--- src/hdl/eet_pkg.sv ---
// ----------------------------------------------------------------------------
// eet_pkg
// Shared widths, register indexes and reset values for the ellipse tracker.
// ----------------------------------------------------------------------------
package eet_pkg;

  localparam int COORD_BITS = 7;
  localparam int FRAC_BITS  = 16;
  localparam int ST_W       = 24;          // Q8.16 state width
  localparam int NORM_W     = 20;          // Q8.12 normalized offset
  localparam int CFG_W      = 16;
  localparam int IDX_W      = 3;
  localparam int NUM_W      = 41;          // |rotated offset|
  localparam int MUL_W      = 30;          // shared multiplier operand width
  localparam int PROD_W     = 2 * MUL_W;

  localparam logic [ST_W-1:0] ST_MAX = {ST_W{1'b1}};

  localparam logic [IDX_W-1:0] REG_SEARCH_RADIUS = 3'd0;
  localparam logic [IDX_W-1:0] REG_CENTER_GAIN   = 3'd1;
  localparam logic [IDX_W-1:0] REG_RADIUS_GAIN   = 3'd2;
  localparam logic [IDX_W-1:0] REG_SPREAD_GAIN   = 3'd3;
  localparam logic [IDX_W-1:0] REG_COS_ANGLE     = 3'd4;
  localparam logic [IDX_W-1:0] REG_SIN_ANGLE     = 3'd5;

  localparam logic [CFG_W-1:0] RST_SEARCH_RADIUS = 16'd6144;
  localparam logic [CFG_W-1:0] RST_CENTER_GAIN   = 16'd328;
  localparam logic [CFG_W-1:0] RST_RADIUS_GAIN   = 16'd33;
  localparam logic [CFG_W-1:0] RST_SPREAD_GAIN   = 16'd8192;
  localparam logic [CFG_W-1:0] RST_COS_ANGLE     = 16'd16384;
  localparam logic [CFG_W-1:0] RST_SIN_ANGLE     = 16'd0;

  localparam logic [ST_W-1:0] RST_TRACK_X = 24'd3670016;   // 56.0
  localparam logic [ST_W-1:0] RST_TRACK_Y = 24'd4587520;   // 70.0
  localparam logic [ST_W-1:0] RST_TRACK_R = 24'd1179648;   // 18.0

endpackage

--- src/hdl/eet_div.sv ---
// ----------------------------------------------------------------------------
// eet_div
// Restoring divider: num / (4*den), truncated, saturated to +-(2^19-1).
// ----------------------------------------------------------------------------
module eet_div (
  input  logic                        clk,
  input  logic                        rst,
  input  logic                        start,
  input  logic [eet_pkg::NUM_W-1:0]   num,
  input  logic                        neg,
  input  logic [eet_pkg::ST_W-1:0]    den,
  output logic                        done,
  output logic signed [eet_pkg::NORM_W-1:0] quo
);
  import eet_pkg::*;

  localparam int QB = NORM_W - 1;          // magnitude bits
  localparam int DS_W = ST_W + 2 + QB - 1; // divisor aligned to top quotient bit

  logic            busy;
  logic            chk;
  logic [4:0]      cnt;
  logic            sign;
  logic [DS_W-1:0] rem;
  logic [DS_W-1:0] dsor;
  logic [QB-1:0]   q;
  logic            ovf;
  logic            ge;

  assign ovf = {1'b0, rem} >= {dsor, 1'b0};
  assign ge  = rem >= dsor;

  always_ff @(posedge clk) begin
    if (rst) begin
      busy <= 1'b0;
      chk  <= 1'b0;
      done <= 1'b0;
    end else begin
      done <= 1'b0;
      if (start && !busy) begin
        busy <= 1'b1;
        chk  <= 1'b1;
      end else if (busy && chk) begin
        chk <= 1'b0;
        if (ovf) begin
          busy <= 1'b0;
          done <= 1'b1;
        end
      end else if (busy && cnt == 5'd0) begin
        busy <= 1'b0;
        done <= 1'b1;
      end
    end
  end

  always_ff @(posedge clk) begin
    if (start && !busy) begin
      rem  <= DS_W'(num);
      dsor <= {den, 2'b00, {(QB-1){1'b0}}};
      sign <= neg;
      q    <= '0;
    end else if (busy && chk) begin
      cnt <= 5'(QB - 1);
      if (ovf) begin
        q <= '1;
      end
    end else if (busy) begin
      if (ge) begin
        rem <= rem - dsor;
      end
      q    <= {q[QB-2:0], ge};
      dsor <= dsor >> 1;
      cnt  <= cnt - 5'd1;
    end
  end

  assign quo = sign ? -$signed({1'b0, q}) : $signed({1'b0, q});

endmodule
--- config.mk ---
export PLATFORM = sky130hd
export DESIGN_NAME = eet_div
export DESIGN_NICKNAME = d
export VERILOG_FILES = /design/src/hdl/eet_pkg.sv /design/src/hdl/eet_div.sv
export SDC_FILE = /design/constraint.sdc
export NUM_CORES = 1
export LEC_CHECK = 0
export BUFFER_PORTS_ARGS = -buffer_cell sky130_fd_sc_hd__buf_2
export CORE_MARGIN = 10
export CORE_UTILIZATION = 45
export DETAILED_ROUTE_END_ITERATION = 8
export HOLD_SLACK_MARGIN = 0.05
export PLACE_DENSITY = 0.61
export SETUP_SLACK_MARGIN = 0.15
export SLEW_MARGIN = 20
export SYNTH_ARGS = -nofsm -noshare
export SYNTH_HDL_FRONTEND = slang
export SYNTH_SLANG_ARGS = --single-unit
--- constraint.sdc ---
create_clock -name clk -period 4.8 [get_ports clk]
set_input_delay 0.24 -clock clk [delete_from_list [all_inputs] [get_ports clk]]
set_output_delay 0.24 -clock clk [all_outputs]
set_load 0.01 [all_outputs]
---- Word-level counts from Yosys, hierarchy flattened ----
Index checks and enable logic that the tools add are counted.
W data, S select, Z words.
storage, ports and cells
  word-level logic and storage cells ...... 59
  output and inout bits ................... 21
  register bits after elaboration ......... 116
cells by class
  reduce and logical (&&, ||, !) cells .... 18
  magnitude comparators ................... 2
  mux-type cells .......................... 21
  bitwise logic cells ..................... 2
  eq/ne operators ......................... 3
  add/subtract/negate cells ............... 3
operator list
  cell                   count
  $mux W41               4
  $mux W44               3
  $mux W19               3
  $ge A44 B45 Y1         1
  $ge A44 B44 Y1         1
  $sub A44 B44 Y44       1
  $mux W20               1
  $neg A19 Y20           1
  $reduce_and A2 Y1      5
  $mux W1                9
  $reduce_bool A2 Y1     4
  $reduce_and A3 Y1      2
  $logic_not A5 Y1       1
  $mux W5                1
  $sub A5 B1 Y5 const B  1
  $ne A2 B2 Y1 const B   2
  $logic_and A1 B1 Y1    3
  $ne A3 B3 Y1 const B   1
  $reduce_bool A3 Y1     1
  $not A1 Y1             2
  $reduce_or A2 Y1       1
  $logic_not A1 Y1       1

---- Depth between registers and ports, before layout ----
  word-level depth ........................ 5
  mapped depth ............................ 13

---- Least setup slack after synthesis ----
No wires, ideal clock.
  path kind ............................... reg-to-reg
  from .................................... reg rem[0]
  to ...................................... reg rem[0], enable pin
  path buffers ............................ 0
  clock period less this slack ............ 3,543 ps
  library setup time ...................... 399 ps
  path slack .............................. 1,257 ps
  arrival ................................. 3,144 ps
  cell stages (with the launch flop) ...... 12
  cell sequence ........................... edfxtp_1 -> inv_1 -> ha_1 -> fa_1 -> nand2b_1 -> a21oi_1 -> o211ai_1 -> a21o_1 -> a21bo_2 -> a21oi_1 -> o221ai_1 -> nand2_1
on the way
  word-level cells in the longest chain between the ends .. 3
RTL lines
  element                       line           RTL
  start, declared               eet_div.sv:24  logic [DS_W-1:0] rem;
  start signal, assigned        eet_div.sv:58  rem <= DS_W'(num);
  start signal, assigned        eet_div.sv:69  rem <= rem - dsor;
  $ge A44 B44 Y1                eet_div.sv:31  assign ge = rem >= dsor;
  $reduce_bool A2 Y1 (no line)  -
  $reduce_and A3 Y1 (no line)   -
Every way passes these cells.
A chain may end at the register's enable or synchronous reset.

---- Final worst setup path ----
  from .................................... reg rem[0]
  to ...................................... reg rem[40], enable pin
Same word-level chain as after synthesis.

==> flow_summary_export.csv <==
group,metric,value,unit
power_and_ir_drop,comb_power_share,43.1,%
synth,syn_area_per_cell,9.14,um^2
sta,final-setup-viol-count,0,
placed_design,numPortBuffers,89,
floorplan,pin_count,90,
global_routing,grt_use_met2,27.6,%
synth,synth.distinct_cells,70,
clock_network,cts_made_buffers,17,
global_routing,overflow,0,
clock_network,root_buffer,"clkbuf_16",
global_routing,busiest_layer,"met2",
clock_network,clk_path_buf_depth,2,
setup_path,crit_buf_inv,2,
setup_path,path_cells,"inv_1, ha_1, fa_1, nand2b_1, a21oi_1, o211ai_1, a21o_1, a21bo_2, a21oi_1, o221ai_1, nand2_2, buf_4",
detailed_routing,drt_first_iter_violations,525,
synth,synth_edf_count,71,
synth,synth.top_cell.area_share,25.9,%
power_and_ir_drop,p_int,2.99,mW
run_status,status,"complete, no violations",
power_and_ir_drop,seqPwrFrac,29.5,%
sta,fin_crit_sh,73.2,%
flow_run,drv_cap,0,
sta,finClkSkew,0.00931,ns
clock_network,cts_setup_buffers,0,
floorplan,fp.dieW,155,um
setup_path,arrival,3.57,ns
hold_path,min_path_type,"in2reg",
sta,maxSlewHeadroom,33.6,%
clock_network,cts-htree-levels,4,
synth,syn_area,8240,um^2
synth,ys_ff_latch,116,
synth,yosys_warnings,0,
setup_path,cp.required,4.85,ns
global_routing,grt_start_max_net_pins,63,
setup_path,r2r_setup_slack,1.28,ns
detailed_routing,dr_total_vias,6972,
clock_network,insertion_delay,0.42,ns
sta,whs,0.0946,ns
final_layout,drive_above_1_share,17.0,%
power_and_ir_drop,power.leakage,3.95,nW
floorplan,die_height,155,um
clock_network,cts.sinks,116,
power_and_ir_drop,p_clk_share,27.4,%
global_routing,grt_pass1_wl,35.3,mm
setup_path,endpoint,"rem[40]",
sta,finalCriticalPeriod,3.52,ns
placed_design,gp_congestion,0.891,
synth,async_reset_ff_share,0,%
setup_path,slowest_stage,"buf_4",
setup_path,cp_max_fo,41,
global_routing,grtUsageMet3,3.75,%
setup_path,crit_path_end_kind,"flop",
setup_path,cpMostUsedCell,"a21oi_1",
hold_path,holdCritStartpoint,"num[7]",
placed_design,hpwl,15.6,mm
final_layout,area_growth,14.9,%
global_routing,grt_pass1_vias,7044,
power_and_ir_drop,ir_drop,0.294,mV
synth,yosys-top-cells-count,"ha_1 (89), nand2_1 (89), a21oi_1 (82), edfxtp_1 (71), o21ai_0 (71)",
synth,syn_nets,1060,
global_routing,grt_use_total,17.7,%
detailed_routing,viasPerCell,5.74,
sta,final_hold_viol_count,0,
detailed_routing,drt_pass1_iterations,5,
sta,rsz0062_at_grt,"false",
power_and_ir_drop,p_sw,1.79,mW
floorplan,row_count,49,
clock_network,clk_pin_slew,0.06,ns
final_layout,nNetsFinal,1131,
setup_path,critPathKind,"reg2reg",
clock_network,cts_tree,"done",
setup_path,timing.rr.start,"rem[0]",
detailed_routing,drtAntennaViolNets,0,
setup_path,start_kind,"flop",
power_and_ir_drop,power_density,505,nW/um^2
global_routing,antenna_found_initial,0,
floorplan,initial_core_util,45.9,%
setup_path,max_stage_delay,0.50,ns
global_routing,grtUsageMet1,23.8,%
floorplan,core_area,18000,um^2
final_layout,diodes,0,
synth,synth.area.top_cells,"edfxtp_1 (26%), ha_1 (14%), dfxtp_1 (11%), a21oi_1 (5.0%), o21ai_0 (4.3%)",
floorplan,dieArea,24100,um^2
setup_path,worstSetupPathDepth,12,
setup_path,reg2regPathDepth,12,
detailed_routing,routedWlPerCell,17.6,um
synth,yosys_most_used_dff,"edfxtp_1",
sta,fmax,284,MHz
synth,synth_top_area_cell,"edfxtp_1",
setup_path,crit_path_start,"rem[0]",
sta,tns,0,ns
power_and_ir_drop,swShare,37.5,%
sta,drv_slew,0,
setup_path,crit_family,"compound AO/OA/AOI/OAI gates",
setup_path,r2r-end,"rem[40]",
synth,ys_seq_area_share,36.8,%
synth,synth_cells,901,
detailed_routing,post-route-drc-count,0,
sta,worst_slew_pin_slew,0.996,ns
detailed_routing,drt_wl_total,21.4,mm
-- per-layer routing --
metal / vias up / part of all wire, %
met4: 0 / 1.9
met3: 32 / 4.7
met1: 3268 / 49
met2: 180 / 44
li1: 3492 / -
met5: - / 0
-- power groups by stage --
stage / Sequential [mW] / Combinational (mW) / Clock, mW
finish: 1.41 / 2.06 / 1.31
global route: 1.43 / 2.31 / 1.38
CTS: 1.41 / 2.06 / 1.33
detailed placement: 1.43 / 2.03 / 0
global placement: 1.42 / 2.02 / 0
floorplan: 1.39 / 1.56 / 0
-- kinds of logic (layout without fill, tap and decap cells) --
family,count (synthesis),count (layout),share of synthesized area [%]
XOR/XNOR,59,59,6.27
flip-flops,116,116,36.8
adder cells (fa/ha/maj),90,90,13.8
AO/OA/AOI/OAI,314,314,25.1
multiplexers,2,2,0.319
buffers and inverters,103,187,4.95
AND/OR/NAND/NOR,217,217,12.7
-- flip-flops by register name, summed over array words and instances (netlist names) --
register  count
cnt           5
q            19
sign          1
done          1
busy          1
chk           1
rem          44
dsor         44
-- cells in the final DEF, fill, tap and decap left out, drive strengths merged, types with 7 or more instances in the layout --
master,instances
a211oi,11
ha,89
a21o,43
buf,94
o21ai,73
a21oi,82
o22ai,20
nand3,14
xor2,22
inv,60
xnor2,37
nand4,17
o21a,8
clkbuf,21
o221a,18
nand2b,7
nand2,90
nor2,45
a31oi,9
edfxtp,71
clkinv,7
dfxtp,45
o31ai,9
-- worst min-delay path: stages --
cell	delay [ns]
buf_2	0.07
nand2_1	0.03
o21ai_0	0.06
-- area by class of cell --
| cell class | instances | area, um^2 |
|---|---|---|
| Clock buffer | 21 | 483 |
| Clock inverter | 11 | 123 |
| Fill cell | 1720 | 8500 |
| Inverter | 59 | 221 |
| Multi-Input combinational cell | 682 | 4810 |
| Sequential cell | 116 | 3030 |
| Tap cell | 229 | 287 |
| Timing Repair Buffer | 96 | 503 |
-- per-stage QoR --
stage          util [%]  power, mW  setup WS, ns  area [um^2]  std cells
5_1_grt            52.7       5.12          1.01         9460       1214
6_report           52.7       4.78          1.28         9460       1214
3_3_place_gp       49.2       3.45          1.36         8840       1180
2_1_floorplan         -       2.95          1.26         8240        901
3_5_place_dp       49.2       3.46          1.31         8840       1180
4_1_cts            52.7       4.80          1.27         9460       1214
-- what timing repair did --
item,CTS,global route
endpoints found under the hold margin,4,0
resized for setup,0,0
setup endpoints to repair,0,0
hold buffers,2,0
-- how the worst min path moves through the flow --
| stage | end | slack [ns] | cells past startpoint |
|---|---|---|---|
| after detailed placement | sign | 0.44 | 1 |
| after floorplan | busy | 0.31 | 1 |
| after CTS | dsor[39] | 0.08 | 3 |
| final | rem[7] | 0.09 | 3 |
| after global routing | dsor[43] | 0.1 | 2 |
| after global placement | sign | 0.43 | 1 |
(Power assumes the default switching activity.)
